## src/hw/rtl/lis_pkg.sv

```systemverilog
// ----------------------------------------------------------------------------
// lis_pkg
// Shared item types for the longest increasing subsequence unit.
// ----------------------------------------------------------------------------
`default_nettype none

package lis_pkg;

  // input item: one sequence element
  typedef struct packed {
    logic signed [31:0] value;
    logic               last;
  } in_t;

  // result item: one per input element
  typedef struct packed {
    logic [9:0]  index;
    logic [10:0] length;
    logic        has_predecessor;
    logic [9:0]  predecessor;
    logic [10:0] best;
    logic        overflow;
    logic        final_res;
  } res_t;

endpackage

`default_nettype wire

```

## src/hw/rtl/lis_front.sv

```systemverilog
// ----------------------------------------------------------------------------
// lis_front
// Accepts items, numbers them within the sequence and flags store overflow.
// ----------------------------------------------------------------------------
`default_nettype none

module lis_front
  import lis_pkg::*;
#(
  parameter int DEPTH      = 1024,
  parameter int VALUE_BITS = 32,
  localparam int AW        = $clog2(DEPTH)
) (
  input  wire logic                         clk,
  input  wire logic                         rst,
  input  wire logic                         push,
  input  wire in_t                          data,
  output logic                              full,
  input  wire logic                         q_full,
  output logic                              q_push,
  output logic signed [VALUE_BITS-1:0]      key,
  output logic [AW:0]                       idx,
  output logic                              ovf,
  output logic                              last
);

  logic [AW:0] cnt;

  // classify the arriving item
  assign full   = q_full;
  assign q_push = push && !q_full;
  assign key    = VALUE_BITS'($signed(data.value));
  assign ovf    = (cnt == (AW+1)'(DEPTH));
  assign idx    = cnt;
  assign last   = data.last;

  // position within the current sequence
  always_ff @(posedge clk) begin
    if (rst) begin
      cnt <= '0;
    end else if (q_push) begin
      if (data.last) begin
        cnt <= '0;
      end else if (!ovf) begin
        cnt <= cnt + 1'b1;
      end
    end
  end

endmodule

`default_nettype wire

```

## config.mk

```make
export PLATFORM = sky130hd
export DESIGN_NAME = lis_front
export DESIGN_NICKNAME = d
export VERILOG_FILES = /design/src/hw/rtl/lis_pkg.sv /design/src/hw/rtl/lis_front.sv
export SDC_FILE = /design/constraint.sdc
export NUM_CORES = 1
export LEC_CHECK = 0
export BUFFER_PORTS_ARGS = -buffer_cell sky130_fd_sc_hd__buf_4
export CORE_UTILIZATION = 25
export CTS_CLUSTER_SIZE = 14
export DETAILED_ROUTE_END_ITERATION = 6
export MAX_ROUTING_LAYER = met4
export PLACE_DENSITY = 0.63
export SYNTH_ARGS = -nofsm -noshare
export SYNTH_HDL_FRONTEND = slang
export SYNTH_SLANG_ARGS = --single-unit
export TNS_END_PERCENT = 1
```

## constraint.sdc

```tcl
create_clock -name clk -period 3.7 [get_ports clk]
set_input_delay 0.37 -clock clk [delete_from_list [all_inputs] [get_ports clk]]
set_output_delay 0.37 -clock clk [all_outputs]
set_load 0.1 [all_outputs]
```

* After elaboration in Yosys (flattened, before gate mapping)
Index checks and enable logic that the tools add are counted.
** Storage, ports and cells
- Input port bits :: 37
- Flip-flop bits (word level) :: 11
- Output and inout port bits :: 47
** Cells by class
- Mux-type cells :: 2
- Add/subtract/negate cells :: 1
- Reductions and logical operators :: 3
- Equality and inequality tests :: 2
** Operators by type and width (number)
- 2-to-1 mux 11 bit :: 2
- adder 11 x 1 -> 11 bit, second input constant :: 1
- equality test 11 bit, second input constant :: 1
- != test 2 bit, second input constant :: 1
- AND reduction 2 bit :: 1
- logical AND 1 bit :: 1
- zero test 1 bit :: 1

* Logic depth before layout (Yosys ltp)
- Depth in word-level cells :: 3
- Depth in mapped cells :: 7
- Gate-level depth less buffers :: 6

* Worst setup path before layout
No wires, ideal clock.
- Path type :: register to register
- From :: register cnt[0], in the netlist idx[0]
- To :: register cnt[2], in the netlist idx[2]
- Library setup time :: 101 ps
- Slack :: -394 ps
- Cell stages (with the launch flop) :: 7
- Buffers on the path :: 0
- Clock period less this slack :: 4094 ps
- Arrival time :: 3993 ps
- Cell sequence :: dfxtp_1 -> inv_1 -> ha_1 -> or4b_4 -> nor3_1 -> nor2b_1 -> o41ai_1
** Between the ends
- Longest elaborated chain between the ends :: 3
- Elaborated cells between the ends (all ways) :: 6
- Those cells by class :: add/sub (1); eq/ne (2); mux (2); reduce/logical (1)
** RTL lines
- start: declaration :: RTL line lis_front.sv:27 : logic [AW:0] cnt;
- start signal: assignment :: RTL line lis_front.sv:45 : cnt <= cnt + 1'b1;
- equality test 11 bit :: RTL line lis_front.sv:33 : assign ovf = (cnt == (AW+1)'(DEPTH));
- net ovf :: RTL line lis_front.sv:23 : output logic ovf,
- != test 2 bit (no line)
- AND reduction 2 bit (no line)
The timed path passes the listed nets, and every way through them passes these cells. The select of a mux whose other input is x is not followed.
A chain may end at the register's enable or synchronous reset.

* Worst setup path after layout
- From :: register cnt[0], in the netlist idx[0]
- To :: output port ovf
** Between the ends
- Longest elaborated chain between the ends :: 1
** RTL lines (RTL line)
- equality test 11 bit :: lis_front.sv:33
- end: declaration :: lis_front.sv:23
Every way passes these cells.

==> impl_metrics.json <==
{
  "groute.usage.overall": 0.112,
  "antenna_found_initial": 0,
  "syn_inst": 111,
  "synth_area_leaders": "buf_4 28%, dfxtp_1 24%, a311oi_1 5.7%",
  "fp.dieW_um": 62.5,
  "hold_class": "in -> reg",
  "regArea_um2": 220,
  "core_area_mm2": 0.00342,
  "hold_viol_final": 0,
  "crit_path_start_kind": "flip-flop",
  "cp.arrival_ns": 1.90,
  "cts_root_buffer": "clkbuf_4",
  "max-slew-margin-rel": 0.727,
  "htree_levels": 1,
  "synth-edff-count": 0,
  "clockBufferDepth": 2,
  "firstDrtPassIters": 4,
  "max_slew.worst_pin.slew_ns": 0.410,
  "start_util": 0.268,
  "path_class": "reg -> out",
  "fillers": 389,
  "hpwl_um": 1560,
  "io_pins": 84,
  "rows": 21,
  "setup_violations": 0,
  "die_area_mm2": 0.00390,
  "p_leak_uw": 0.000326,
  "cts_resized": 0,
  "placed_area_um2": 833,
  "ant_nets": 0,
  "vias": 722,
  "viasPerCell": 5.08,
  "final_layout_size_suffix_gt1_frac": 0.281,
  "die_h_um": 62.5,
  "area_delta_synth_final_pct": -6.02,
  "cts_tree": "built",
  "rsz0062_at_grt": "false",
  "maxCapViolations": 0,
  "largest_reg_flops": 11,
  "synth.avg_cell_area_um2": 8.24,
  "grt_pass1_vias": 750,
  "cts_sinks": 11,
  "synth_cell_types": 31,
  "slew_violations": 0,
  "yosysTopAreaCellShare": 0.279,
  "end_kind": "output port",
  "drc": 0,
  "layout_commonest_cell": "buf_4",
  "multiInputGateArea_um2": 398,
  "seq_area_frac_synth": 0.241,
  "diodes": 0,
  "fin_crit_sh": 0.613,
  "numCtsBuffers": 3,
  "fin_area_um2": 860,
  "drt-total-wl_um": 2170,
  "synth_ff_type": "dfxtp_1",
  "synth_nets": 150,
  "final_nets": 136,
  "path_max_fanout": 6,
  "syn_area_um2": 915,
  "status": "finished clean",
  "ir_drop_mv": 0.0628,
  "hold_ws_ns": 0.337,
  "synth_warnings": 0,
  "place.gp.congestion": 0.728,
  "drt_iter0_markers": 18,
  "fin_setup_tns_ns": 0,
  "mostFrequentLayoutCells": "19 x buf_4, 11 x dfxtp_1, 8 x nand2_1, 6 x a311oi_1",
  "fin_crit_ns": 2.27,
  "synth.largest_area_cell": "buf_4",
  "synthArstFlopShare": 0,
  "numPortBuffers": 19,
  "grt_max_degree": 16,
  "worst_ep_required_time_ns": 3.33,
  "insertion_delay_ns": 0.27,
  "grt_pass1_wl_um": 3410,
  "clkTransAtPathRegs_ns": 0.07,
  "hold_buffers": 0,
  "overflow": 0,
  "max_freq_ghz": 0.441,
  "clock_skew_ns": 0.00273,
  "powerDensity_mw_per_mm2": 284,
  "routedWlPerCell_um": 15.3,
  "post-cts-setup-buffer-count": 0,
  "ys_ff_latch": 11
}
[power by group]
group	leakage [µW]	switching [µW]	internal, µW
Sequential	0.0000887	0.953	119
Combinational	0.000222	30.0	9.95
Clock	0.0000150	42.4	41.7
Total	0.000326	73.4	171
[routing by layer]
| layer | part of all wire | GRT usage | vias to the layer above | wire [µm] |
|---|---|---|---|---|
| met5 | 0 | - | - | 0 |
| met4 | 0.064 | 0.108 | 0 | 138 |
| met3 | 0.087 | 0.0401 | 24 | 189 |
| met2 | 0.47 | 0.174 | 20 | 1030 |
| met1 | 0.38 | 0.106 | 341 | 817 |
| li1 | - | - | 337 | - |
[area by class of cell]
class | count | share of cell area
inverters | 4 | 0.0175
flip-flops and latches | 11 | 0.256
multi-input cells | 58 | 0.463
well taps | 46 | 0.0670
clock buffers | 4 | 0.0306
repair buffers | 19 | 0.166
[path summary, 6_finish.rpt]
kind	start	endpoint	slack, ns	cells after the start
hold / removal	data[0]	idx[2]	0.34	2
setup / recovery	idx[0]	ovf	1.43	5
setup reg to reg	idx[0]	idx[4]	1.63	5
hold reg to reg	idx[1]	idx[1]	0.55	2
[synthesized netlist by cell type (2+ instances only)]
cell type,n
nand3_1,2
nor3_1,3
a21oi_1,4
nand2b_1,3
dfxtp_1,11
nor2_1,2
and3_1,2
a31oi_1,3
a311oi_1,6
buf_6,2
a32o_1,2
buf_4,34
o21ai_0,4
nor2b_1,4
inv_1,4
a41oi_1,2
ha_1,2
nand2_1,8
[per-stage QoR]
step / power, µW / setup slack (ns) / cells / utilization
2_1_floorplan: 317 / 0.525 / 111 / -
3_3_place_gp: 162 / 1.73 / 138 / 0.244
3_5_place_dp: 162 / 1.67 / 138 / 0.244
4_1_cts: 249 / 1.43 / 142 / 0.252
5_1_grt: 258 / 1.33 / 142 / 0.252
6_report: 244 / 1.43 / 142 / 0.252
[cells by family after synthesis]
| kind of cell | count (synthesis) | share of synthesized area |
|---|---|---|
| buffers and inverters | 42 | 0.330 |
| and+or+nand+nor | 31 | 0.197 |
| DFF | 11 | 0.241 |
| adders and majority gates | 2 | 0.0274 |
| AOI/OAI and AO/OA | 25 | 0.205 |
[worst max-delay path: stages, from the launching register on]
cell	delay [ns]
dfxtp_1	0.36
inv_1	0.11
ha_1	0.14
or4b_4	0.47
nor3_2	0.22
buf_4	0.33
Power figures use the tool's default switching activity.
