## src/hw/rtl/lis_fifo.sv

```systemverilog
// ----------------------------------------------------------------------------
// lis_fifo
// Two-entry register queue, generic over the item type.
// ----------------------------------------------------------------------------
`default_nettype none

module lis_fifo #(
  parameter type T = logic
) (
  input  wire logic clk,
  input  wire logic rst,
  input  wire logic push,
  input  wire T     wdata,
  output logic      full,
  input  wire logic pop,
  output T          rdata,
  output logic      empty
);

  T           entry [2];
  logic       wp;
  logic       rp;
  logic [1:0] count;
  logic       do_push;
  logic       do_pop;

  assign full    = (count == 2'd2);
  assign empty   = (count == 2'd0);
  assign do_push = push && !full;
  assign do_pop  = pop && !empty;
  assign rdata   = entry[rp];

  // storage, no reset needed
  always_ff @(posedge clk) begin
    if (do_push) begin
      entry[wp] <= wdata;
    end
  end

  // pointers and fill count
  always_ff @(posedge clk) begin
    if (rst) begin
      wp    <= 1'b0;
      rp    <= 1'b0;
      count <= 2'd0;
    end else begin
      if (do_push) begin
        wp <= ~wp;
      end
      if (do_pop) begin
        rp <= ~rp;
      end
      unique case ({do_push, do_pop})
        2'b10:   count <= count + 2'd1;
        2'b01:   count <= count - 2'd1;
        default: count <= count;
      endcase
    end
  end

endmodule

`default_nettype wire

```

## config.mk

```make
export PLATFORM = sky130hd
export DESIGN_NAME = lis_fifo
export DESIGN_NICKNAME = d
export VERILOG_FILES = /design/src/hw/rtl/lis_fifo.sv
export SDC_FILE = /design/constraint.sdc
export NUM_CORES = 1
export LEC_CHECK = 0
export BUFFER_PORTS_ARGS = -buffer_cell sky130_fd_sc_hd__buf_4
export CAP_MARGIN = 0
export CORE_AREA = 2 2 39 41
export CTS_CLUSTER_SIZE = 10
export DETAILED_ROUTE_END_ITERATION = 8
export DIE_AREA = 0 0 41 43
export GPL_ROUTABILITY_DRIVEN = 1
export MAX_ROUTING_LAYER = met4
export PLACE_DENSITY = 0.37
export SYNTH_ARGS = -nofsm -noshare
export SYNTH_HDL_FRONTEND = slang
export SYNTH_SLANG_ARGS = --single-unit
```

## constraint.sdc

```tcl
create_clock -name clk -period 1.6 [get_ports clk]
set_input_delay 0.08 -clock clk [delete_from_list [all_inputs] [get_ports clk]]
set_output_delay 0.08 -clock clk [all_outputs]
set_load 0.05 [all_outputs]
```

* Yosys cells after proc, flatten, opt, wreduce, memory -nomap -nowiden
Memories as Yosys holds them, arrays and structs flattened. A register that Yosys moved wholly into a read port is not among the register bits.
Index checks and enable logic that the tools add are counted.
** Storage, ports and cells
- Input bits :: 5
- Memories :: 1
- Output and inout port bits :: 3
- Bits in registers :: 4
- Memory bits (writable) :: 2
** Cells by class
- Reduce and logical (&&, ||, !) cells :: 6
- Multiplexer cells :: 5
- Equality and inequality tests :: 3
- $add $sub $neg :: 2
- Bitwise gates (word level) :: 2
** Memory list
- entry :: words 2, bits a word 1, rd ports 1, clocked after Yosys merged registers in 1, write ports 1, line 20 : T entry [2];
** Operator list (count)
- $eq A2 B2 Y1 const B :: 2
- $mux W1 :: 4
- $pmux W2 S2 :: 1
- $add A2 B1 Y2 const B :: 1
- $eq A2 B1 Y1 const B :: 1
- $logic_and A1 B1 Y1 :: 2
- $logic_not A1 Y1 :: 2
- $logic_not A2 Y1 :: 1
- $not A1 Y1 :: 2
- $reduce_bool A2 Y1 :: 1
- $sub A2 B1 Y2 const B :: 1

* Depth between registers and ports, before layout
Gate-level depths: netlist of run 1.
- Word-level depth :: 5
- Gate-level depth with buffers :: 6
- Depth with buffers taken out :: 6

* Worst setup path before layout of run 1
OpenSTA, ideal clock, no wires.
- Kind :: register -> register
- From :: register count[0]
- To :: register count[1]
- Arrival :: 1.361 ns
- Stages on the path, launching flop included :: 6
- Library setup time :: 0.070 ns
- Required time :: 1.530 ns
- Setup slack :: 0.169 ns
- Path through :: dfxtp_1 nand2b_2 nand2_1 ha_1 or3_1 a21oi_1
** On the way
- Word-level cells in the longest chain between the ends :: 5
** RTL lines
- start, declared :: line 23 : logic [1:0] count;
- start signal, assigned :: line 54 : 2'b10: count <= count + 2'd1;
- start signal, assigned :: line 55 : 2'b01: count <= count - 2'd1;
- start signal, assigned :: line 56 : default: count <= count;
- $eq A2 B2 Y1 or $logic_not A2 Y1 (tied branches) :: line 27, 28
- $logic_not A1 Y1 (on tied branches) :: line 29, 30
- $logic_and A1 B1 Y1 (on tied branches) :: line 29, 30
- $eq A2 B1 Y1 or $eq A2 B2 Y1 (tied branches) :: line 53 : unique case ({do_push, do_pop})
- $pmux W2 S2 or $reduce_bool A2 Y1 (tied branches)
Several ways; a longest one is shown, not always the timed one.
A chain may end at the register's enable or synchronous reset.

* Final worst setup path of run 1
Same ends and word-level chain as after synthesis.

==> results of run 1 <==
## area by class of cell
class	count	area (um^2)
inverters	3	11.3
multi-input cells	19	124
clock buffers	4	26.3
well taps	16	20.0
flip-flops and latches	7	161
repair buffers	7	52.6
fillers	158	988
## per-stage QoR
step           utilization  std cells  area (um^2)  hold WS, ns  setup slack [ns]
2_1_floorplan            -         29          295        0.149             0.169
3_3_place_gp         0.266         52          368        0.267             0.107
3_5_place_dp         0.266         52          368        0.269            0.0543
4_1_cts              0.285         56          394       0.0117            0.0401
5_1_grt              0.286         56          395      0.00222            0.0327
6_report             0.286         56          395       0.0173             0.128
## cells in the final DEF (no fill, tap or decap)
| cell type | n |
|---|---|
| sky130_fd_sc_hd__and3_1 | 1 |
| sky130_fd_sc_hd__inv_2 | 1 |
| sky130_fd_sc_hd__nand2_1 | 1 |
| sky130_fd_sc_hd__inv_1 | 2 |
| sky130_fd_sc_hd__nand2b_2 | 1 |
| sky130_fd_sc_hd__clkbuf_1 | 1 |
| sky130_fd_sc_hd__mux2_2 | 1 |
| sky130_fd_sc_hd__buf_4 | 7 |
| sky130_fd_sc_hd__o21a_1 | 1 |
| sky130_fd_sc_hd__clkbuf_4 | 3 |
| sky130_fd_sc_hd__nor2_1 | 4 |
| sky130_fd_sc_hd__a21oi_1 | 2 |
| sky130_fd_sc_hd__dfxtp_1 | 4 |
| sky130_fd_sc_hd__ha_1 | 1 |
| sky130_fd_sc_hd__xor2_1 | 1 |
| sky130_fd_sc_hd__dfxtp_2 | 1 |
| sky130_fd_sc_hd__o21ai_0 | 2 |
| sky130_fd_sc_hd__or3_1 | 2 |
| sky130_fd_sc_hd__edfxtp_1 | 2 |
| sky130_fd_sc_hd__xnor2_1 | 2 |
## worst reg2reg max path, cell delays in order, from the launching register on
cell and delay, ns:
sky130_fd_sc_hd__dfxtp_2 0.37, sky130_fd_sc_hd__nand2b_2 0.16, sky130_fd_sc_hd__nand2_1 0.06, sky130_fd_sc_hd__ha_1 0.33, sky130_fd_sc_hd__or3_1 0.35, sky130_fd_sc_hd__a21oi_1 0.15
## cell families after synthesis
logic type,after synthesis,synth area share
flops,7,0.542
compound gates,5,0.0932
mux,1,0.0381
simple gates,9,0.157
buf+inv,3,0.0381
xor+xnor,3,0.0890
fa+ha+maj,1,0.0424
## power groups by stage
stage | clock network [mW] | logic (mW) | registers (mW)
after floorplan | 0 | 0.311 | 0.280
after global placement | 0 | 0.399 | 0.286
after detailed placement | 0 | 0.407 | 0.290
after CTS | 0.163 | 0.407 | 0.287
after global routing | 0.180 | 0.432 | 0.298
final | 0.156 | 0.401 | 0.289
## how the worst min path moves through the flow
| stage | from | endpoint | cells after the start |
|---|---|---|---|
| 2_1_floorplan | rst | count[1]$_SDFFE_PP0P_ | 1 |
| 3_3_place_gp | wdata | entry[0]$_DFFE_PP_ | 1 |
| 3_5_place_dp | wdata | entry[0]$_DFFE_PP_ | 1 |
| 4_1_cts | wdata | entry[0]$_DFFE_PP_ | 1 |
| 5_1_grt | wdata | entry[0]$_DFFE_PP_ | 1 |
| 6_report | wdata | entry[0]$_DFFE_PP_ | 1 |
## routing by layer
| layer | track usage | part of all wire | vias up | wire length [um] |
|---|---|---|---|---|
| li1 | - | - | 122 | - |
| met1 | 0.0787 | 0.42 | 96 | 201 |
| met2 | 0.109 | 0.53 | 2 | 253 |
| met3 | 0.0471 | 0.044 | 2 | 21 |
| met4 | 0.0600 | 0.010 | 0 | 5 |
| met5 | - | 0 | - | 0 |
## cell usage after synthesis, drive strengths merged
master	instances	area share
xnor2	2	0.059
o21ai	2	0.034
nor2	4	0.051
inv	3	0.038
edfxtp	2	0.20
mux2	1	0.038
dfxtp	5	0.34
and3	1	0.021
ha	1	0.042
o21a	1	0.025
xor2	1	0.030
or3	2	0.042
nand2	1	0.013
a21oi	2	0.034
nand2b	1	0.030
## repair_timing
| item | 4_1_cts | 5_1_grt |
|---|---|---|
| hold buffers | 0 | 0 |
| resized for setup | 0 | 1 |
| setup endpoints to repair | 0 | 1 |
| endpoints found under the hold margin | 0 | 0 |
==> metrics.md, run 1 <==
| Metric | Value |
|---|---|
| Detail Placement HPWL | 417 um |
| Type of the setup path with the least slack | flip-flop to flip-flop |
| Critical Path Sink Type | flip-flop |
| Number of failing hold endpoints at the final stage | 0 |
| H-tree depth | 1 |
| Count of cell instances traversed by the critical path | 5 |
| Synthesized Nets | 35 |
| Worst Path Arrival | 1.65 ns |
| Cell chain of the critical path | nand2b_2 -> nand2_1 -> ha_1 -> or3_1 -> a21oi_1 |
| #FFs+latches synth | 7 |
| CTS tree | built |
| RSZ-0062 raised after global routing | no |
| Count of clock tree sinks | 7 |
| Post-layout total power | 846 uW |
| Port buffer count | 7 |
| Netlist area before placement | 295 um^2 |
| Via count of the first global-routing pass | 225 |
| Remaining design rule violation count | 0 |
| Share of synthesized area occupied by flip-flops and latches | 0.542 |
| Overflow left after global routing | 0 |
| Start point of the critical path | count[0]$_SDFFE_PP0P_ |
| Num CTS Buffers | 3 |
| Vias | 222 |
| Core Footprint | 1380 um^2 |
| Count of nets left with antenna violations after detail routing | 0 |
| Final net count | 47 |
| Max capacitance violation total | 0 |
| Worst-case clock buffer depth | 2 |
| Number of antenna violations at the first check in global routing | 0 |
| Number of design-rule violations left by the first detailed-router iteration | 2 |
| Power per cell area | 2140 nW/um^2 |
| R2R Setup Slk | 0.13 ns |
| Global-route wire length before repair | 869 um |
| Relative max-transition margin | 0.875 |
| Insertion delay to the later sink of the worst-skew pair | 0.24 ns |
| Delay of the slowest cell on the worst path | 0.37 ns |
| Gate count after technology mapping | 29 |
| Slew at the pin with the worst max-slew slack | 0.186 ns |
| Sum of negative setup slack | 0 ns |
| Area added between synthesis and finish | 33.9% |
| Data required, critical path | 1.77 ns |
| Tightest Hold Check Type | input pin to flip-flop |
| Wire length after detailed routing | 481 um |
| Total leakage power | 0.177 nW |
| Die span in y | 43 um |
| Per-instance average area after synthesis | 10.2 um^2 |
| Worst clock skew | 0.00222 ns |
| TritonRoute pass-1 iters | 2 |
| Detail-routed net length per standard cell | 8.59 um |
| Fraction of final layout cells sized beyond drive strength 1 | 0.350 |
| Sw Ratio | 0.413 |
| Routability congestion estimate from global placement | 0.770 |
| Capturing instance or port of the critical path | count[1]$_SDFFE_PP0P_ |
| Status | completed |
| Cell class contributing the biggest share of worst-path delay | simple AND/OR/NAND/NOR gates |
| Initial Util | 0.213 |
| Die area | 1760 um^2 |
| Synthesis Warnings | 0 |
| Number of distinct standard cells referenced by the synthesized netlist | 16 |
| Worst flop-to-flop path startpoint | count[0]$_SDFFE_PP0P_ |
| Total routing resource utilization after global routing | 0.0797 |
| Die width | 41 um |
| Clock root buffer master | sky130_fd_sc_hd__clkbuf_4 |
| Internal power component | 496 uW |
| Count of cells along the worst register-to-register path | 5 |
| Post-DR vias/cell | 3.96 |
| Final critical-path required period | 1.47 ns |
| Cell with the biggest individual delay on the critical path | sky130_fd_sc_hd__dfxtp_2 |
| Count of pins over their slew limit | 0 |
| Worst-path maximum fanout | 5 |
| Pin count of the biggest net entering global routing | 6 |
| Setup Viol. Count Final | 0 |
| Row Count | 14 |
| Peak VDD IR | 697 uV |
| Number of diodes added for antenna fixing | 0 |
| Endpoint of the most critical register-to-register path | count[1]$_SDFFE_PP0P_ |
| Clock share of power | 0.185 |
| Switching power | 350 uW |
| Period Utilization, post-route | 0.920 |
| Clock transition at the registers of the reported paths | 0.05 ns |
| CP bufs+invs | 0 |
| Max Freq | 679 MHz |
| Logic pwr share | 0.474 |
| Number of buffers added for setup after CTS | 0 |
| Reg power frac | 0.341 |
| Startpoint type of the worst setup path | flip-flop |
| Boundary pin count | 8 |
(Power assumes the default switching activity.)
==> run 2: changes to the inputs <==
Settings changed: PLACE_DENSITY 0.37 to 0.39.
Clock period 1.6 ns to 1.3 ns, I/O delays scaled along.
==> metrics.md, run 2 (synthesized netlist as in run 1, its figures left out) <==
| Metric | Value |
|---|---|
| Number of failing hold endpoints at the final stage | 0 (unchanged) |
| Tightest Hold Check Type | input pin to flip-flop |
| Peak VDD IR | 648 uV (-7.0%) |
| Row Count | 14 (unchanged) |
| Critical Path Sink Type | flip-flop |
| Count of clock tree sinks | 7 (unchanged) |
| R2R Setup Slk | -0.06 ns (-0.19 ns) |
| Fraction of final layout cells sized beyond drive strength 1 | 0.563 (+0.213) |
| Count of pins over their slew limit | 0 (unchanged) |
| Post-DR vias/cell | 4.03 (+1.7%) |
| Pin count of the biggest net entering global routing | 6 (unchanged) |
| Sum of negative setup slack | -0.0640 ns (-0.0640 ns) |
| Startpoint type of the worst setup path | flip-flop |
| H-tree depth | 1 (unchanged) |
| Area added between synthesis and finish | 72.0% |
| Num CTS Buffers | 3 (unchanged) |
| Cell chain of the critical path | o21a_1 -> ha_4 -> xnor2_2 -> or3_4 -> a21oi_2 |
| GRT met2 Usage | 0.125 (+0.0156) |
| Post-layout instance area | 508 um^2 (+28%) |
| Max capacitance violation total | 0 (unchanged) |
| Die span in y | 43 um (unchanged) |
| GR Util met3 | 0.0628 (+0.0157) |
| Worst-case clock buffer depth | 2 (unchanged) |
| Worst clock skew | 0.00202 ns (-0.000192 ns) |
| Die width | 41 um (unchanged) |
| Total routing resource utilization after global routing | 0.0991 (+0.0194) |
| Area of placed instances | 413 um^2 (+12%) |
| Clock transition at the registers of the reported paths | 0.05 ns (about the same) |
| Overflow left after global routing | 0 (unchanged) |
| Slew at the pin with the worst max-slew slack | 0.230 ns (+0.0446 ns) |
| Boundary pin count | 8 (unchanged) |
| Fin worst setup slack | -0.0640 ns (-0.192 ns) |
| Number of cells on the worst hold path | 2 (+1) |
| Port buffer count | 7 (unchanged) |
| Power per cell area | 2580 nW/um^2 (+21%) |
| Seq. cell area | 163 um^2 (+0.78%) |
| Final net count | 55 (+17%) |
| Final design utilization | 0.367 (+0.0814) |
| Clock root buffer master | sky130_fd_sc_hd__clkbuf_4 |
| Cell with the biggest individual delay on the critical path | sky130_fd_sc_hd__dfxtp_2 |
| Total leakage power | 0.225 nW (+27%) |
| Data required, critical path | 1.48 ns (-0.29 ns) |
| Routability congestion estimate from global placement | 0.747 (-3.0%) |
| Violations in the final reports | setup timing |
| Final critical-path required period | 1.36 ns (-0.108 ns) |
| GR Util met1 | 0.114 (+0.0349) |
| Count of cells along the worst register-to-register path | 5 (unchanged) |
| Status | complete, but fails checks |
| Worst flop-to-flop path startpoint | count[1]$_SDFFE_PP0P_ |
| Count of nets left with antenna violations after detail routing | 0 (unchanged) |
| Most common cell after layout, fill and taps aside | sky130_fd_sc_hd__buf_4 |
| Die area | 1760 um^2 (unchanged) |
| Number of antenna violations at the first check in global routing | 0 (unchanged) |
| Via count of the first global-routing pass | 261 (+16%) |
| Detail Placement HPWL | 454 um (+8.9%) |
| Worst hold start | push |
| Delay of the slowest cell on the worst path | 0.33 ns (-0.04 ns) |
| Remaining design rule violation count | 0 (unchanged) |
| Initial Util | 0.213 (unchanged) |
| Leading cell types in the layout, fill and taps excluded | sky130_fd_sc_hd__buf_4 (11), sky130_fd_sc_hd__nor2_1 (4), sky130_fd_sc_hd__dfxtp_1 (3), sky130_fd_sc_hd__clkbuf_4 (3) |
| Post-layout total power | 1.31 mW (+55%) |
| Routing layer with the top usage in global route | met2 |
| Endpoint of the most critical register-to-register path | count[1]$_SDFFE_PP0P_ |
| Instance count after placement with tap cells included | 57 (+9.6%) |
| Wire length after detailed routing | 582 um (+21%) |
| Relative max-transition margin | 0.845 (-0.0305) |
| Setup Viol. Count Final | 1 (+1) |
| Insertion delay to the later sink of the worst-skew pair | 0.25 ns (about the same) |
| Number of fill cells in the layout | 145 (-8.2%) |
| RSZ-0062 raised after global routing | yes |
| Period Utilization, post-route | 1.05 (+0.129) |
| Vias | 258 (+16%) |
| CTS tree | built |
| Worst Path Arrival | 1.55 ns (-0.10 ns) |
| Area occupied by multi-input gates | 163 um^2 (+31%) |
| Number of design-rule violations left by the first detailed-router iteration | 0 (-2) |
| Core Footprint | 1380 um^2 (unchanged) |
| Max Freq | 733 MHz (+7.9%) |
| Type of the setup path with the least slack | flip-flop to flip-flop |
| Detail-routed net length per standard cell | 9.09 um (+5.9%) |
| Number of diodes added for antenna fixing | 0 (unchanged) |
| Worst-path maximum fanout | 3 (-2) |
| TritonRoute pass-1 iters | 1 (-1) |
| Number of non-filler instances in the completed layout | 64 (+14%) |
| Worst hold endpoint | entry[1]$_DFFE_PP_ |
| Global-route wire length before repair | 1060 um (+21%) |
-- run 2: cell count changes in the layout (fill, tap and decap cells not counted), sizes merged --
cell and change:
buf +6, dlygate4sd3 +2
-- run 2: final cells by class --
cell class	instances	area share
sequential	7	0.320
tap	16	0.0394
timing repair buffer	15	0.246
multi-input combinational	19	0.320
inverter	3	0.0222
clock buffer	4	0.0517
-- run 2: timing repair --
action,4_1_cts,5_1_grt
resized for setup,2,7
pin swaps,0,2
setup endpoints to repair,2,3
hold endpoints to repair,3,0
hold buffers,2,0
setup buffers,0,1
-- run 2: metrics by stage --
| step | hold slack, ns | setup slack, ns |
|---|---|---|
| after CTS | 0.173 | -0.0547 |
| after detailed placement | 0.253 | -0.0709 |
| after floorplan | 0.127 | -0.0652 |
| after global routing | 0.168 | -0.131 |
| final | 0.179 | -0.0640 |
| after global placement | 0.251 | -0.0336 |
-- run 2: how the worst max path moves through the flow --
stage / start / end / depth (start not counted)
2_1_floorplan: count[0]$_SDFFE_PP0P_ / count[1]$_SDFFE_PP0P_ / 4
4_1_cts: count[0]$_SDFFE_PP0P_ / count[1]$_SDFFE_PP0P_ / 5
6_report: count[1]$_SDFFE_PP0P_ / count[1]$_SDFFE_PP0P_ / 5
5_1_grt: count[1]$_SDFFE_PP0P_ / count[1]$_SDFFE_PP0P_ / 5
3_3_place_gp: count[1]$_SDFFE_PP0P_ / count[1]$_SDFFE_PP0P_ / 4
3_5_place_dp: count[0]$_SDFFE_PP0P_ / count[1]$_SDFFE_PP0P_ / 5
-- run 2: routing by layer --
metal	up-vias	wire length [um]
li1	133	-
met1	120	246
met2	5	296
met3	0	39
met4	0	0
met5	-	0
-- run 2: critical path, delay by kind of cell, from the launching register on --
kind	cells	cell delay, ns
AO/OA/AOI/OAI	2	0.34
flip-flops	1	0.33
AND/OR/NAND/NOR	1	0.33
adder cells (fa/ha/maj)	1	0.18
XOR/XNOR	1	0.13
-- run 2: report_power, final --
| group | switching, mW | internal [mW] | total, mW | leakage, nW |
|---|---|---|---|---|
| combinational | 0.383 | 0.386 | 0.769 | 0.149 |
| clock | 0.0812 | 0.117 | 0.198 | 0.0150 |
| sequential | 0.0416 | 0.304 | 0.345 | 0.0606 |
==> run 3: changes to the inputs <==
Settings changed: SKIP_CTS_REPAIR_TIMING set to 1.
==> metrics.md, run 3 (synthesized netlist as in run 1, its figures left out) <==
| Metric | Value |
|---|---|
| Status | complete, but fails checks |
| Violations in the final reports | setup timing |
| Post-layout total power | 1.24 mW (-5.4%) |
| RSZ-0062 raised after global routing | yes |
| Core Footprint | 1380 um^2 (unchanged) |
| Type of the setup path with the least slack | flip-flop to flip-flop |
| Remaining design rule violation count | 0 (unchanged) |
| Worst Path Arrival | 1.56 ns (about the same) |
| Reg power frac | 0.278 (+0.015) |
| Count of clock tree sinks | 7 (unchanged) |
| Worst clock skew | 0.000804 ns (-0.00122 ns) |
| Post-layout instance area | 482 um^2 (-5.2%) |
| Wire length after detailed routing | 561 um (-3.6%) |
| Die width | 41 um (unchanged) |
| Count of cells along the worst register-to-register path | 4 (-1) |
| Count of nets left with antenna violations after detail routing | 0 (unchanged) |
| Port buffer count | 7 (unchanged) |
| Slew at the pin with the worst max-slew slack | 0.180 ns (-0.0507 ns) |
| Worst hold endpoint | entry[1]$_DFFE_PP_ |
| Fraction of final layout cells sized beyond drive strength 1 | 0.521 (-0.0417) |
| Number of design-rule violations left by the first detailed-router iteration | 1 (+1) |
| Instance count after placement with tap cells included | 57 (unchanged) |
| Routability congestion estimate from global placement | 0.747 (unchanged) |
| Via count of the first global-routing pass | 257 (-1.5%) |
| Max Freq | 726 MHz (-0.91%) |
| Relative max-transition margin | 0.879 (+0.0346) |
| Most common cell after layout, fill and taps aside | sky130_fd_sc_hd__buf_4 |
| Power per cell area | 2580 nW/um^2 (-0.22%) |
| Area added between synthesis and finish | 63.1% |
| Logic pwr share | 0.561 (-0.025) |
| Detail Placement HPWL | 454 um (unchanged) |
| Worst-case clock buffer depth | 2 (unchanged) |
| CTS tree | built |
| R2R Setup Slk | -0.08 ns (about the same) |
| Worst hold start | push |
| Fin worst setup slack | -0.0765 ns (-0.0125 ns) |
| Number of non-filler instances in the completed layout | 64 (unchanged) |
| Clock root buffer master | sky130_fd_sc_hd__clkbuf_4 |
| Boundary pin count | 8 (unchanged) |
| Leading cell types in the layout, fill and taps excluded | sky130_fd_sc_hd__buf_4 (12), sky130_fd_sc_hd__nor2_1 (4), sky130_fd_sc_hd__dfxtp_1 (3), sky130_fd_sc_hd__clkbuf_4 (3) |
| Startpoint type of the worst setup path | flip-flop |
| Total routing resource utilization after global routing | 0.0970 (-0.00206) |
| Number of diodes added for antenna fixing | 0 (unchanged) |
| Internal power component | 756 uW (-6.3%) |
| Critical Path Sink Type | flip-flop |
| Setup Viol. Count Final | 1 (unchanged) |
| Total leakage power | 0.217 nW (-3.4%) |
| Overflow left after global routing | 0 (unchanged) |
| Die area | 1760 um^2 (unchanged) |
| Initial Util | 0.213 (unchanged) |
| Final net count | 55 (unchanged) |
| Worst-path maximum fanout | 3 (unchanged) |
| Data required, critical path | 1.48 ns (about the same) |
| Final critical-path required period | 1.38 ns (+0.0125 ns) |
| Num CTS Buffers | 3 (unchanged) |
| Post-DR vias/cell | 3.98 (-1.2%) |
| Number of failing hold endpoints at the final stage | 0 (unchanged) |
| Tightest Hold Check Type | input pin to flip-flop |
| Vias | 255 (-1.2%) |
| TritonRoute pass-1 iters | 4 (+3) |
| Worst flop-to-flop path startpoint | count[0]$_SDFFE_PP0P_ |
| Worst setup timing slack at the placement stage | -0.0709 ns (unchanged) |
| Peak VDD IR | 606 uV (-6.5%) |
| Area of placed instances | 413 um^2 (unchanged) |
| Detail-routed net length per standard cell | 8.77 um (-3.6%) |
| Switching power | 486 uW (-3.9%) |
| Clock share of power | 0.160 (+0.009) |
| Pin count of the biggest net entering global routing | 6 (unchanged) |
| Period Utilization, post-route | 1.06 (+0.00958) |
| Row Count | 14 (unchanged) |
| Max capacitance violation total | 0 (unchanged) |
| Count of pins over their slew limit | 0 (unchanged) |
| Endpoint of the most critical register-to-register path | count[1]$_SDFFE_PP0P_ |
| Global-route wire length before repair | 1040 um (-1.9%) |
| Insertion delay to the later sink of the worst-skew pair | 0.25 ns (about the same) |
| Number of cells on the worst hold path | 2 (unchanged) |
| Number of antenna violations at the first check in global routing | 0 (unchanged) |
| Die span in y | 43 um (unchanged) |
| Sw Ratio | 0.391 (+0.00596) |
| H-tree depth | 1 (unchanged) |
| Clock transition at the registers of the reported paths | 0.05 ns (about the same) |
[run 3: layer usage]
metal	track usage	up-vias	routed length [um]
li1	-	133	-
met1	0.104	115	242
met2	0.125	7	275
met3	0.0681	0	43
met4	0.0600	0	0
met5	-	-	0
[run 3: power groups by stage]
stage / clock network (mW) / registers [mW] / logic (mW)
global placement: 0 / 0.348 / 0.611
detailed placement: 0 / 0.351 / 0.632
global route: 0.228 / 0.357 / 0.765
finish: 0.199 / 0.346 / 0.697
floorplan: 0 / 0.357 / 0.394
CTS: 0.208 / 0.347 / 0.635
[run 3: final cells by class]
class	instances	area [um^2]
tap	16	20.0
fill	147	902
timing repair buffer	15	121
multi-input combinational	19	140
clock buffer	4	26.3
inverter	3	11.3
sequential	7	163
[run 3: worst max path at each step]
stage / from / end / slack, ns / cells after the start
3_5_place_dp: count[0]$_SDFFE_PP0P_ / count[1]$_SDFFE_PP0P_ / -0.07 / 5
3_3_place_gp: count[1]$_SDFFE_PP0P_ / count[1]$_SDFFE_PP0P_ / -0.03 / 4
6_report: count[0]$_SDFFE_PP0P_ / count[1]$_SDFFE_PP0P_ / -0.08 / 4
4_1_cts: count[0]$_SDFFE_PP0P_ / count[1]$_SDFFE_PP0P_ / -0.09 / 5
2_1_floorplan: count[0]$_SDFFE_PP0P_ / count[1]$_SDFFE_PP0P_ / -0.07 / 4
5_1_grt: count[0]$_SDFFE_PP0P_ / count[1]$_SDFFE_PP0P_ / -0.16 / 5
[run 3: through the flow]
stage	hold slack [ns]	util	setup TNS, ns
floorplan	0.127	-	-0.0652
global placement	0.251	0.298	-0.0336
detailed placement	0.253	0.298	-0.0709
CTS	-0.00956	0.317	-0.0914
global route	0.168	0.348	-0.211
finish	0.179	0.348	-0.0765
[run 3: critical path, stage by stage (launching register included)]
cell and delay (ns):
sky130_fd_sc_hd__dfxtp_2 0.32, sky130_fd_sc_hd__o21a_1 0.20, sky130_fd_sc_hd__ha_2 0.30, sky130_fd_sc_hd__or3_1 0.37, sky130_fd_sc_hd__a21oi_2 0.11
